## src/sv/i2cm_pkg.sv

```systemverilog
// Shared types and constants for the I2C master bit sequencer.
package i2cm_pkg;

    localparam int unsigned PHASE_TICKS_W = 16;
    localparam int unsigned POLL_W        = 8;
    localparam int unsigned BYTE_W        = 8;
    localparam int unsigned BIT_CNT_W     = 4;

    localparam logic [PHASE_TICKS_W-1:0] PHASE_TICKS_RESET = 16'd500;
    localparam logic [POLL_W-1:0]        ACK_POLL_RESET    = 8'd250;
    localparam logic [BIT_CNT_W-1:0]     BITS_PER_BYTE     = 4'd8;

    typedef enum logic [2:0] {
        OP_NONE     = 3'd0,
        OP_START    = 3'd1,
        OP_STOP     = 3'd2,
        OP_ACK      = 3'd3,
        OP_NACK     = 3'd4,
        OP_WAIT_ACK = 3'd5,
        OP_WRITE    = 3'd6,
        OP_READ     = 3'd7
    } opcode_t;

    typedef enum logic {
        REG_PHASE_TICKS = 1'b0,
        REG_ACK_POLL    = 1'b1
    } reg_idx_t;

    typedef enum logic [4:0] {
        PH_IDLE, PH_ST0, PH_ST1, PH_ST2,
        PH_SP0, PH_SP1, PH_SP2,
        PH_AK0, PH_AK1, PH_AK2,
        PH_WA0, PH_WA1, PH_POLL,
        PH_WR0, PH_WR1, PH_WR2, PH_WR3,
        PH_RD0, PH_RD1
    } phase_t;

    typedef struct packed {
        logic drv;
        logic sda;
        logic scl;
    } lines_t;

    typedef struct packed {
        logic              is_cmd;
        phase_t            first_phase;
        logic              pend_we;
        logic              pend_val;
        logic              shift_we;
        logic [BYTE_W-1:0] shift_val;
        logic              sda_in;
    } item_t;

endpackage

```

## src/sv/i2cm_front.sv

```systemverilog
// Front end: accepts tick transactions and classifies the command they carry.
module i2cm_front (
    input  logic                      s_valid,
    output logic                      s_ready,
    input  logic [2:0]                s_opcode,
    input  logic [i2cm_pkg::BYTE_W-1:0] s_tx_byte,
    input  logic                      s_ack_after_read,
    input  logic                      s_sda_in,
    output logic                      q_valid,
    input  logic                      q_ready,
    output i2cm_pkg::item_t           q_item
);
    import i2cm_pkg::*;

    assign s_ready = q_ready;
    assign q_valid = s_valid;

    always_comb begin
        q_item             = '0;
        q_item.is_cmd      = 1'b1;
        q_item.first_phase = PH_IDLE;
        q_item.sda_in      = s_sda_in;
        unique case (opcode_t'(s_opcode))
            OP_NONE:     q_item.is_cmd = 1'b0;
            OP_START:    q_item.first_phase = PH_ST0;
            OP_STOP:     q_item.first_phase = PH_SP0;
            OP_ACK: begin
                q_item.first_phase = PH_AK0;
                q_item.pend_we     = 1'b1;
                q_item.pend_val    = 1'b1;
            end
            OP_NACK: begin
                q_item.first_phase = PH_AK0;
                q_item.pend_we     = 1'b1;
                q_item.pend_val    = 1'b0;
            end
            OP_WAIT_ACK: q_item.first_phase = PH_WA0;
            OP_WRITE: begin
                q_item.first_phase = PH_WR0;
                q_item.shift_we    = 1'b1;
                q_item.shift_val   = s_tx_byte;
            end
            OP_READ: begin
                q_item.first_phase = PH_RD0;
                q_item.pend_we     = 1'b1;
                q_item.pend_val    = s_ack_after_read;
                q_item.shift_we    = 1'b1;
                q_item.shift_val   = '0;
            end
            default:     q_item.is_cmd = 1'b0;
        endcase
    end

endmodule

```

## src/sv/i2cm_queue.sv

```systemverilog
// Two-entry queue between the front end and the line sequencer.
module i2cm_queue (
    input  logic            aclk,
    input  logic            aresetn,
    input  logic            in_valid,
    output logic            in_ready,
    input  i2cm_pkg::item_t in_item,
    output logic            out_valid,
    input  logic            out_ready,
    output i2cm_pkg::item_t out_item
);
    import i2cm_pkg::*;

    localparam int unsigned DEPTH = 2;
    localparam int unsigned PTR_W = $clog2(DEPTH);
    localparam int unsigned CNT_W = $clog2(DEPTH + 1);

    item_t             mem_reg [DEPTH];
    logic [PTR_W-1:0]  wr_ptr_reg;
    logic [PTR_W-1:0]  rd_ptr_reg;
    logic [CNT_W-1:0]  count_reg;
    logic              push;
    logic              pop;

    assign in_ready  = (count_reg != CNT_W'(DEPTH));
    assign out_valid = (count_reg != '0);
    assign out_item  = mem_reg[rd_ptr_reg];
    assign push      = in_valid && in_ready;
    assign pop       = out_valid && out_ready;

    always_ff @(posedge aclk) begin
        if (push) begin
            mem_reg[wr_ptr_reg] <= in_item;
        end
    end

    always_ff @(posedge aclk) begin
        if (!aresetn) begin
            wr_ptr_reg <= '0;
            rd_ptr_reg <= '0;
            count_reg  <= '0;
        end else begin
            if (push) begin
                wr_ptr_reg <= (wr_ptr_reg == PTR_W'(DEPTH - 1)) ? '0 : wr_ptr_reg + 1'b1;
            end
            if (pop) begin
                rd_ptr_reg <= (rd_ptr_reg == PTR_W'(DEPTH - 1)) ? '0 : rd_ptr_reg + 1'b1;
            end
            if (push && !pop) begin
                count_reg <= count_reg + 1'b1;
            end else if (pop && !push) begin
                count_reg <= count_reg - 1'b1;
            end
        end
    end

endmodule

```

## src/sv/i2cm_back.sv

```systemverilog
// Back end: phase sequencer driving SCL and SDA, with the result register.
module i2cm_back #(
    parameter int unsigned COUNT_WIDTH = 16
) (
    input  logic                             aclk,
    input  logic                             aresetn,
    input  logic [i2cm_pkg::PHASE_TICKS_W-1:0] phase_ticks,
    input  logic [i2cm_pkg::POLL_W-1:0]      ack_poll_limit,
    input  logic                             q_valid,
    output logic                             q_ready,
    input  i2cm_pkg::item_t                  q_item,
    output logic                             m_valid,
    input  logic                             m_ready,
    output logic                             m_scl_level,
    output logic                             m_sda_level,
    output logic                             m_sda_drive,
    output logic                             m_busy_res,
    output logic                             m_done_res,
    output logic                             m_ack_failed,
    output logic [i2cm_pkg::BYTE_W-1:0]      m_rx_byte
);
    import i2cm_pkg::*;

    phase_t                  phase_reg, phase_next;
    logic [COUNT_WIDTH-1:0]  delay_count_reg, delay_count_next;
    logic [BIT_CNT_W-1:0]    bit_count_reg, bit_count_next;
    logic [BYTE_W-1:0]       shift_reg, shift_next;
    logic [POLL_W-1:0]       poll_count_reg, poll_count_next;
    logic                    pending_ack_reg, pending_ack_next;
    lines_t                  lines_reg, lines_next;
    logic                    fail_reg, fail_next;
    logic [BYTE_W-1:0]       rx_hold_reg, rx_hold_next;

    logic                    out_valid_reg;
    lines_t                  out_lines_reg;
    logic                    out_busy_reg;
    logic                    out_done_reg;
    logic                    out_fail_reg;
    logic [BYTE_W-1:0]       out_rx_reg;

    logic                    pop;
    logic                    enter;
    logic                    expire;
    logic                    done;
    logic                    byte_end;
    logic [PHASE_TICKS_W+COUNT_WIDTH-1:0] ticks_ext;
    logic [COUNT_WIDTH-1:0]  ticks_masked;
    logic [COUNT_WIDTH-1:0]  phase_load;

    function automatic lines_t enter_lines(phase_t p, lines_t cur, logic pend,
                                           logic [BYTE_W-1:0] sh);
        lines_t l;
        l = cur;
        unique case (p)
            PH_ST0:  l = '{drv: 1'b1, sda: 1'b1, scl: 1'b1};
            PH_ST1:  l = '{drv: 1'b1, sda: 1'b0, scl: 1'b1};
            PH_ST2:  l = '{drv: 1'b1, sda: 1'b0, scl: 1'b0};
            PH_SP0:  l = '{drv: 1'b1, sda: 1'b0, scl: 1'b0};
            PH_SP1:  l = '{drv: 1'b1, sda: 1'b0, scl: 1'b1};
            PH_SP2:  l = '{drv: 1'b1, sda: 1'b1, scl: 1'b1};
            PH_AK0:  l = '{drv: 1'b1, sda: !pend, scl: 1'b0};
            PH_AK1:  l.scl = 1'b1;
            PH_AK2:  l.scl = 1'b0;
            PH_WA0:  l = '{drv: 1'b0, sda: 1'b1, scl: cur.scl};
            PH_WA1:  l.scl = 1'b1;
            PH_WR0:  l = '{drv: 1'b1, sda: sh[BYTE_W-1], scl: 1'b0};
            PH_WR2:  l.scl = 1'b1;
            PH_WR3:  l.scl = 1'b0;
            PH_RD0:  l = '{drv: 1'b0, sda: 1'b1, scl: 1'b0};
            PH_RD1:  l = '{drv: 1'b0, sda: 1'b1, scl: 1'b1};
            default: l = cur;
        endcase
        return l;
    endfunction

    assign pop          = q_valid && (!out_valid_reg || m_ready);
    assign q_ready      = !out_valid_reg || m_ready;
    assign expire       = (delay_count_reg <= COUNT_WIDTH'(1));
    assign byte_end     = (bit_count_reg >= BITS_PER_BYTE);
    assign ticks_ext    = {{COUNT_WIDTH{1'b0}}, phase_ticks};
    assign ticks_masked = ticks_ext[COUNT_WIDTH-1:0];
    assign phase_load   = (ticks_masked == '0) ? COUNT_WIDTH'(1) : ticks_masked;
    assign done         = pop && (phase_reg != PH_IDLE) && (phase_next == PH_IDLE);

    // next phase
    always_comb begin
        phase_next = phase_reg;
        enter      = 1'b0;
        if (pop) begin
            unique case (phase_reg)
                PH_IDLE: begin
                    if (q_item.is_cmd) begin
                        phase_next = q_item.first_phase;
                        enter      = 1'b1;
                    end
                end
                PH_POLL: begin
                    if (!q_item.sda_in) begin
                        phase_next = PH_IDLE;
                    end else if (poll_count_reg >= ack_poll_limit) begin
                        phase_next = PH_SP0;
                        enter      = 1'b1;
                    end
                end
                default: begin
                    if (expire) begin
                        enter = 1'b1;
                        case (phase_reg)
                            PH_ST0: phase_next = PH_ST1;
                            PH_ST1: phase_next = PH_ST2;
                            PH_SP0: phase_next = PH_SP1;
                            PH_SP1: phase_next = PH_SP2;
                            PH_AK0: phase_next = PH_AK1;
                            PH_AK1: phase_next = PH_AK2;
                            PH_WA0: phase_next = PH_WA1;
                            PH_WA1: begin
                                phase_next = PH_POLL;
                                enter      = 1'b0;
                            end
                            PH_WR0: phase_next = PH_WR1;
                            PH_WR1: phase_next = PH_WR2;
                            PH_WR2: phase_next = PH_WR3;
                            PH_WR3: begin
                                phase_next = byte_end ? PH_IDLE : PH_WR0;
                                enter      = !byte_end;
                            end
                            PH_RD0: phase_next = PH_RD1;
                            PH_RD1: phase_next = byte_end ? PH_AK0 : PH_RD0;
                            default: begin
                                phase_next = PH_IDLE;
                                enter      = 1'b0;
                            end
                        endcase
                    end
                end
            endcase
        end
    end

    // datapath and line levels
    always_comb begin
        delay_count_next = delay_count_reg;
        bit_count_next   = bit_count_reg;
        shift_next       = shift_reg;
        poll_count_next  = poll_count_reg;
        pending_ack_next = pending_ack_reg;
        lines_next       = lines_reg;
        fail_next        = fail_reg;
        rx_hold_next     = rx_hold_reg;
        if (pop) begin
            case (phase_reg)
                PH_IDLE: begin
                    if (q_item.is_cmd) begin
                        fail_next       = 1'b0;
                        bit_count_next  = '0;
                        poll_count_next = '0;
                        if (q_item.pend_we) begin
                            pending_ack_next = q_item.pend_val;
                        end
                        if (q_item.shift_we) begin
                            shift_next = q_item.shift_val;
                        end
                    end
                end
                PH_POLL: begin
                    if (!q_item.sda_in) begin
                        lines_next.scl = 1'b0;
                    end else if (poll_count_reg >= ack_poll_limit) begin
                        fail_next = 1'b1;
                    end else begin
                        poll_count_next = poll_count_reg + 1'b1;
                    end
                end
                default: begin
                    if (!expire) begin
                        delay_count_next = delay_count_reg - 1'b1;
                    end else begin
                        case (phase_reg)
                            PH_WA1: poll_count_next = '0;
                            PH_WR2: begin
                                shift_next     = {shift_reg[BYTE_W-2:0], 1'b0};
                                bit_count_next = bit_count_reg + 1'b1;
                            end
                            PH_RD0: begin
                                shift_next     = {shift_reg[BYTE_W-2:0], q_item.sda_in};
                                bit_count_next = bit_count_reg + 1'b1;
                            end
                            PH_RD1: begin
                                if (byte_end) begin
                                    rx_hold_next = shift_reg;
                                end
                            end
                            default: ;
                        endcase
                    end
                end
            endcase
            if (enter) begin
                delay_count_next = phase_load;
                lines_next = enter_lines(phase_next, lines_reg, pending_ack_next, shift_next);
            end
        end
    end

    always_ff @(posedge aclk) begin
        if (!aresetn) begin
            phase_reg       <= PH_IDLE;
            delay_count_reg <= '0;
            bit_count_reg   <= '0;
            shift_reg       <= '0;
            poll_count_reg  <= '0;
            pending_ack_reg <= 1'b0;
            lines_reg       <= '{drv: 1'b1, sda: 1'b1, scl: 1'b1};
            fail_reg        <= 1'b0;
            rx_hold_reg     <= '0;
            out_valid_reg   <= 1'b0;
        end else begin
            phase_reg       <= phase_next;
            delay_count_reg <= delay_count_next;
            bit_count_reg   <= bit_count_next;
            shift_reg       <= shift_next;
            poll_count_reg  <= poll_count_next;
            pending_ack_reg <= pending_ack_next;
            lines_reg       <= lines_next;
            fail_reg        <= fail_next;
            rx_hold_reg     <= rx_hold_next;
            if (pop) begin
                out_valid_reg <= 1'b1;
            end else if (m_ready) begin
                out_valid_reg <= 1'b0;
            end
        end
    end

    always_ff @(posedge aclk) begin
        if (pop) begin
            out_lines_reg <= lines_next;
            out_busy_reg  <= (phase_next != PH_IDLE);
            out_done_reg  <= done;
            out_fail_reg  <= fail_next;
            out_rx_reg    <= rx_hold_next;
        end
    end

    assign m_valid      = out_valid_reg;
    assign m_scl_level  = out_lines_reg.scl;
    assign m_sda_level  = out_lines_reg.sda;
    assign m_sda_drive  = out_lines_reg.drv;
    assign m_busy_res   = out_busy_reg;
    assign m_done_res   = out_done_reg;
    assign m_ack_failed = out_fail_reg;
    assign m_rx_byte    = out_rx_reg;

    a_done_not_busy: assert property (@(posedge aclk) disable iff (!aresetn)
        out_valid_reg && out_done_reg |-> !out_busy_reg)
        else $error("done reported while still busy");

    a_bit_count_range: assert property (@(posedge aclk) disable iff (!aresetn)
        bit_count_reg <= BITS_PER_BYTE)
        else $error("bit counter past one byte");

    a_poll_bound: assert property (@(posedge aclk) disable iff (!aresetn)
        phase_reg == PH_POLL |-> poll_count_reg <= ack_poll_limit)
        else $error("ack poll counter past limit");

    a_hold_when_stalled: assert property (@(posedge aclk) disable iff (!aresetn)
        out_valid_reg && !m_ready |=> $stable(phase_reg) && $stable(lines_reg))
        else $error("sequencer advanced while result stalled");

endmodule

```

## src/sv/i2c_master_bit_sequencer_unit.sv

```systemverilog
// Top level of the I2C master bit sequencer: register port and front/back assembly.
//
// Each s_ transaction is one bus tick carrying an optional command (start, stop,
// ack, nack, wait ack, write byte, read byte). Every accepted tick yields exactly
// one m_ transaction with the SCL/SDA levels, SDA drive, busy, done, ack failure
// and last received byte as they stand after that tick.
// Phase length (phase_ticks, address 0) and ack poll limit (ack_poll_limit,
// address 4) must be written over the APB port only while the block is idle;
// the block does not enforce this. pready is always high and reads return the
// register value. An accepted tick is written into the command queue, then the
// sequencer steps it into the result register that drives m_.
// The sequencer takes one tick per cycle while the result register is empty or
// m_ready is high.
// When m_ready is low the result register holds, the queue absorbs up to two
// more ticks, then s_ready drops until the receiver takes the result.
// Reset (aresetn low, synchronous) returns the sequencer to idle with SCL and
// SDA high and driven, empties the queue and restores register defaults.
module i2c_master_bit_sequencer_unit #(
    parameter int unsigned COUNT_WIDTH = 16
) (
    input  logic                               aclk,
    input  logic                               aresetn,
    input  logic                               psel,
    input  logic                               penable,
    input  logic                               pwrite,
    input  logic [2:0]                         paddr,
    input  logic [31:0]                        pwdata,
    output logic [31:0]                        prdata,
    output logic                               pready,
    input  logic                               s_valid,
    output logic                               s_ready,
    input  logic [2:0]                         s_opcode,
    input  logic [i2cm_pkg::BYTE_W-1:0]        s_tx_byte,
    input  logic                               s_ack_after_read,
    input  logic                               s_sda_in,
    output logic                               m_valid,
    input  logic                               m_ready,
    output logic                               m_scl_level,
    output logic                               m_sda_level,
    output logic                               m_sda_drive,
    output logic                               m_busy_res,
    output logic                               m_done_res,
    output logic                               m_ack_failed,
    output logic [i2cm_pkg::BYTE_W-1:0]        m_rx_byte
);
    import i2cm_pkg::*;

    logic [PHASE_TICKS_W-1:0] phase_ticks_reg;
    logic [POLL_W-1:0]        ack_poll_limit_reg;
    logic                     cfg_write;
    reg_idx_t                 reg_idx;

    logic  fq_valid, fq_ready;
    item_t fq_item;
    logic  qb_valid, qb_ready;
    item_t qb_item;

    assign pready    = 1'b1;
    assign cfg_write = psel && penable && pwrite && pready;
    assign reg_idx   = reg_idx_t'(paddr[2]);

    always_ff @(posedge aclk) begin
        if (!aresetn) begin
            phase_ticks_reg    <= PHASE_TICKS_RESET;
            ack_poll_limit_reg <= ACK_POLL_RESET;
        end else if (cfg_write) begin
            unique case (reg_idx)
                REG_PHASE_TICKS: phase_ticks_reg    <= pwdata[PHASE_TICKS_W-1:0];
                REG_ACK_POLL:    ack_poll_limit_reg <= pwdata[POLL_W-1:0];
                default: ;
            endcase
        end
    end

    always_comb begin
        unique case (reg_idx)
            REG_PHASE_TICKS: prdata = 32'(phase_ticks_reg);
            REG_ACK_POLL:    prdata = 32'(ack_poll_limit_reg);
            default:         prdata = '0;
        endcase
    end

    i2cm_front u_front (
        .s_valid          (s_valid),
        .s_ready          (s_ready),
        .s_opcode         (s_opcode),
        .s_tx_byte        (s_tx_byte),
        .s_ack_after_read (s_ack_after_read),
        .s_sda_in         (s_sda_in),
        .q_valid          (fq_valid),
        .q_ready          (fq_ready),
        .q_item           (fq_item)
    );

    i2cm_queue u_queue (
        .aclk      (aclk),
        .aresetn   (aresetn),
        .in_valid  (fq_valid),
        .in_ready  (fq_ready),
        .in_item   (fq_item),
        .out_valid (qb_valid),
        .out_ready (qb_ready),
        .out_item  (qb_item)
    );

    i2cm_back #(
        .COUNT_WIDTH (COUNT_WIDTH)
    ) u_back (
        .aclk           (aclk),
        .aresetn        (aresetn),
        .phase_ticks    (phase_ticks_reg),
        .ack_poll_limit (ack_poll_limit_reg),
        .q_valid        (qb_valid),
        .q_ready        (qb_ready),
        .q_item         (qb_item),
        .m_valid        (m_valid),
        .m_ready        (m_ready),
        .m_scl_level    (m_scl_level),
        .m_sda_level    (m_sda_level),
        .m_sda_drive    (m_sda_drive),
        .m_busy_res     (m_busy_res),
        .m_done_res     (m_done_res),
        .m_ack_failed   (m_ack_failed),
        .m_rx_byte      (m_rx_byte)
    );

endmodule
```

## config.mk

```make
export PLATFORM = sky130hd
export DESIGN_NAME = i2c_master_bit_sequencer_unit
export DESIGN_NICKNAME = d
export VERILOG_FILES = /design/src/sv/i2cm_pkg.sv /design/src/sv/i2cm_front.sv /design/src/sv/i2cm_queue.sv /design/src/sv/i2cm_back.sv /design/src/sv/i2c_master_bit_sequencer_unit.sv
export SDC_FILE = /design/constraint.sdc
export NUM_CORES = 1
export LEC_CHECK = 0
export ABC_AREA = 0
export BUFFER_PORTS_ARGS = -buffer_cell sky130_fd_sc_hd__buf_2
export CAP_MARGIN = 10
export CORE_MARGIN = 5
export CORE_UTILIZATION = 58
export DETAILED_ROUTE_END_ITERATION = 7
export GPL_ROUTABILITY_DRIVEN = 1
export PLACE_DENSITY = 0.84
export SYNTH_ARGS = -nofsm -noshare
export SYNTH_HDL_FRONTEND = slang
export SYNTH_SLANG_ARGS = --single-unit
```

## constraint.sdc

```tcl
create_clock -name aclk -period 3.9 [get_ports aclk]
set_input_delay 0 -clock aclk [delete_from_list [all_inputs] [get_ports aclk]]
set_output_delay 0 -clock aclk [all_outputs]
set_load 0.01 [all_outputs]
```

* Word-level counts from Yosys, hierarchy flattened
Memory sizes are Yosys's and may differ from the RTL's. A register that Yosys moved wholly into a read port is not among the register bits.
Cells that the tools add are included.
** Word-level totals
- Memories kept :: 1
- Output and inout bits :: 49
- Logic and storage cells :: 196
- Memory bits (writable) :: 36
- Register bits :: 97
** Memory list
- u_queue.mem_reg :: depth 2, bits a word 18, rd ports 1, clocked after memory_dff 1, write ports 1, RTL line i2cm_queue.sv:18 : item_t mem_reg [DEPTH];
** Cells by class
- Muxes and demuxes :: 70
- Bitwise gates (word level) :: 2
- Add/sub/neg operators :: 7
- Reductions and logical operators :: 43
- Magnitude comparators :: 3
- Eq/ne operators :: 45
** Operator list (count)
- $mux 8 :: 13
- $pmux 5 s14 :: 1
- $eq 5x4->1 const B :: 13
- $mux 16 :: 4
- $pmux 32 s2 :: 1
- $pmux 8 s2 :: 3
- $eq 5x3->1 const B :: 7
- $eq 5x5->1 const B :: 6
- $mux 5 :: 6
- $pmux 5 s6 :: 1
- $mux 1 :: 24
- $pmux 9 s2 :: 1
- $le 16x1->1 const B :: 1
- $logic_not 16->1 :: 1
- $mux 4 :: 4
- $sub 16x1->16 const B :: 1
- $eq 5x2->1 const B :: 3
- $eq 3x3->1 const B :: 4
- $reduce_and 6->1 :: 2
- $reduce_or 12->1 :: 1
- $eq 5x1->1 const B :: 2
- $logic_not 5->1 :: 2
- $pmux 2 s5 :: 1
- $pmux 5 s2 :: 1
- other kinds (32) :: 67

* Depth between registers and ports, before layout
- Word-level depth :: 11
- Depth in mapped cells :: 13

* Hierarchy
Synthesis repeated with hierarchy kept, for this count alone.
** Second synthesis, totals
- Cells, all modules :: 721
- Area total of the unflattened synthesis :: 7018.0 um2
** By module, submodules not included
- i2cm_back :: cells each 475, times used 1, area each 3996.3 um2
- i2cm_queue :: cells each 80, times used 1, area each 1539.0 um2
- i2c_master_bit_sequencer_unit :: cells each 138, times used 1, area each 1293.7 um2
- i2cm_front :: cells each 28, times used 1, area each 188.9 um2

* Worst setup path before layout
No wires, ideal clock.
- Kind :: reg2reg
- Start :: reg u_back.out_valid_reg (netlist: u_back.m_valid)
- End :: reg u_back.out_lines_reg, in the netlist u_back.m_sda_level, data pin
- Data arrival time :: 2.608 ns
- Buffers on the path :: 3
- Path slack :: 1.034 ns
- Stages on the path, launching flop included :: 14
- Path through :: dfxtp_1 > nor2b_1 > or2_1 > buf_2 > inv_2 > buf_6 > nand3_4 > or4_4 > nand2_1 > buf_6 > o21ai_1 > a211oi_2 > o311a_1 > nor2_1
** RTL lines
- start: declaration :: RTL line i2cm_back.sv:34 : logic out_valid_reg;
- start signal: assignment :: RTL line i2cm_back.sv:216 : out_valid_reg <= 1'b0;
- start signal: assignment :: RTL line i2cm_back.sv:228 : out_valid_reg <= 1'b1;
- start signal: assignment :: RTL line i2cm_back.sv:230 : out_valid_reg <= 1'b0;
- end signal: assignment :: RTL line i2cm_back.sv:237 : out_lines_reg <= lines_next;
- end: declaration :: RTL line i2cm_back.sv:35 : lines_t out_lines_reg;

* Worst setup path in the final report
- Start :: reg u_back.delay_count_reg[0]
- End :: reg u_back.delay_count_reg[15]
** Between the ends
- Cells in the longest elaborated chain, start to end :: 6
- Elaborated cells between the ends (all ways) :: 11
- Those cells by class :: 1 x add/sub; 1 x order compare; 2 x eq/ne; 6 x mux; 1 x reduce/logical
** RTL lines
- start: declaration :: RTL line i2cm_back.sv:25 : logic [COUNT_WIDTH-1:0] delay_count_reg, delay_count_next;
- start signal: assignment :: RTL line i2cm_back.sv:219 : delay_count_reg <= delay_count_next;
- $le 16x1->1 :: RTL line i2cm_back.sv:78 : assign expire = (delay_count_reg <= COUNT_WIDTH'(1));
- $mux 1 :: RTL line i2cm_back.sv:106 : if (expire) begin
- $pmux 1 s2 :: RTL line i2cm_back.sv:90 : unique case (phase_reg)
- $mux 1 :: RTL line i2cm_back.sv:89 : if (pop) begin
- $ne 2x1->1 (no source line)
- $reduce_and 3->1 (no source line)
Parallel ways exist; a longest one is shown, timed or not. The select of a mux whose other input is x is not followed.
A chain may end at the register's enable or synchronous reset.

==> results.md <==
- RSZ-0062 raised after global routing: false
- Synth Flop Type: dfxtp_1
- Ratio of cells with drive above 1 in the final layout: 0.188
- Pin count of the biggest net entering global routing: 44
- Total track usage: 0.244
- Htree depth: 4
- CTS Buffer Depth: 2
- CP max-delay cell: or3_1
- Status: completed
- Slew @ Worst Pin: 1040 ps
- Global route overflow: 0
- First-pass GRT wire length: 28200 um
- Filler cell count: 868
- Input/output buffers: 68
- Maxcap violations: 0
- Vias: 5880
- Post-DP HPWL: 11500 um
- Period utilisation layout: 0.827
- Root buf cell: clkbuf_16
- Kind of critical path: register to register
- CTS tree: built
- Switching Fraction: 0.393
- Crit path buf inv count: 1
- Flop pwr share: 0.312
- Dpl ws: 764 ps
- Startpoint class of the critical path: register
- WHS: 29.2 ps
- Worst-path clk slew: 60 ps
- P_int: 3750 uW
- Comb pwr share: 0.414
- WP data required: 4230 ps
- Post-synth EDFFs: 50
- Seq/Total Area, Yosys: 0.453
- Cts repair resizes: 0
- Synth Instances: 727
- Final setup margin: 676 ps
- Final setup violation count: 0
- Reg-to-Reg Start: u_back.delay_count_reg[0]
- # diodes: 0
- Initial Util: 0.587
- Asr flop ratio synth: 0
- Leading cell type in the layout, fill and taps excluded: nand2_1
- Post-synth cell types: 75
- Cells along the critical path: inv_1, ha_1, o211ai_1, nor2_1, or3_1, nor2_1, nand2_1, nor3_1, nor3_1, a211oi_1
- Most frequent cells in the layout: nand2_1 (86), dfxtp_1 (84), buf_2 (68)
- IO Pins: 104
- Placed cells: 914
- Fin crit period: 3220 ps
- YS warnings: 0
- Die width: 120 um
- First DRT Iteration DRCs: 524
- Num rows: 40
- Pre-antenna DRT Iters: 5
- Crit-path leading delay family: simple AND/OR/NAND/NOR gates
- Die Area: 14400 um2
- GPL Wtd Cong: 0.897
- Maximum VDD drop: 0.475 mV
- Max-Slew Margin vs Limit: 0.303
- Crit path from: u_back.delay_count_reg[0]
- Crit path depth: 10
- Mapped Area: 7030 um2
- Synth Area per Inst: 9.66 um2
- Initial antenna violation count: 0
- Non-Filler Instances: 980
- Clock skew: 6.85 ps
- Hold Vio Cnt, Final: 0
- DRC: 0
- Worst R2R End: u_back.delay_count_reg[15]
- Layout Nets: 889
- Clock power frac: 0.274
- CTS buffer count: 17
- Number of clock sinks: 134
- Psw: 2430 uW
- Max reg flops: 36
- Power density cells: 741 nW/um2
- R2R cell count: 10
- Max Freq: 310 MHz
- Vias per cell: 6.00
- CP arrival: 3550 ps
- Crit-path max FO: 14
- Clock latency on the worst-skew pair: 420 ps
- Finished Cell Area: 8350 um2
- Post-DP Area: 7390 um2
- Layout area overhead: 18.9%
- Worst path max stage delay: 660 ps
- Routed WL: 17200 um
- Crit end category: register
- Antenna-violating nets left: 0
- Class of the worst hold path: input pin to register
- CORE AREA: 12000 um2
- R2R setup slack: 680 ps
- Vias in the first global route: 5745
- #FFs+latches synth: 134
- Crit path to: u_back.delay_count_reg[15]
- Setup TNS: 0 ps
- Pins Over Slew Limit: 0
- Leakage: 0.00342 uW
- Die height: 120 um
- WL/cell: 17.5 um
==> kinds of logic after synthesis <==
group | after synthesis | share of synthesized area
AOI/OAI and AO/OA | 156 | 0.173
xor gates and xnor gates | 17 | 0.0212
adders and majority gates | 14 | 0.0249
buffers and inverters | 81 | 0.0591
DFF | 134 | 0.453
muxes | 39 | 0.0600
other | 2 | 0.00107
and+or+nand+nor | 284 | 0.208
==> timing repair <==
item                      in CTS  in global routing
hold endpoints to repair      54                  0
buffers inserted               0                  0
hold buffers                  34                  0
==> Yosys cell counts (all sizes together) (22+ instances only) <==
master | count | area [um2]
nand3 | 26 | 143
and2 | 34 | 213
edfxtp | 50 | 1500
nor2 | 50 | 188
dfxtp | 84 | 1680
a21boi | 22 | 165
mux2 | 25 | 282
nand2 | 86 | 323
o21ai | 25 | 125
clkbuf | 25 | 93.8
inv | 24 | 90.1
buf | 32 | 231
==> how the worst min path moves through the flow <==
stage / from / endpoint / cells after the start
final: s_valid / u_queue.wr_ptr_reg / 4
after global placement: s_sda_in / u_queue.mem_reg[0][0] / 1
after CTS: s_valid / u_queue.wr_ptr_reg / 4
after detailed placement: s_sda_in / u_queue.mem_reg[0][0] / 1
after floorplan: s_sda_in / u_queue.mem_reg[0][0] / 0
after global routing: s_valid / u_queue.wr_ptr_reg / 4
==> power groups by stage <==
stage / clock network (uW) / logic, uW / registers [uW]
6_report: 1690 / 2560 / 1930
3_3_place_gp: 0 / 2400 / 1930
4_1_cts: 1710 / 2520 / 1930
2_1_floorplan: 0 / 1930 / 1910
3_5_place_dp: 0 / 2470 / 1950
5_1_grt: 1770 / 2800 / 1960
==> through the flow <==
step	total power, uW	utilization
after CTS	6160	0.698
after detailed placement	4420	0.617
after global routing	6530	0.698
after global placement	4330	0.617
final	6190	0.698
after floorplan	3830	-
==> layer usage <==
layer,global-route usage,wire (um),vias up
li1,-,-,2776
met5,0,0,-
met4,0.103,546,0
met2,0.421,8530,239
met3,0.0476,939,51
met1,0.296,7170,2814
==> worst reg2reg max path, stage by stage, from the launching register on <==
cell and delay (ps):
dfxtp_1 410, inv_1 110, ha_1 290, o211ai_1 450, nor2_1 220, or3_1 660
nor2_1 310, nand2_1 140, nor3_1 220, nor3_1 80, a211oi_1 240
==> final cells by class <==
class | instances | area, um2 | area share
multi-input cells | 527 | 3480 | 0.417
flip-flops and latches | 134 | 3180 | 0.381
repair buffers | 116 | 786 | 0.0941
clock buffers | 18 | 429 | 0.0514
clock inverters | 14 | 199 | 0.0238
well taps | 147 | 184 | 0.0220
inverters | 24 | 90.1 | 0.0108
(Power assumes the default switching activity.)
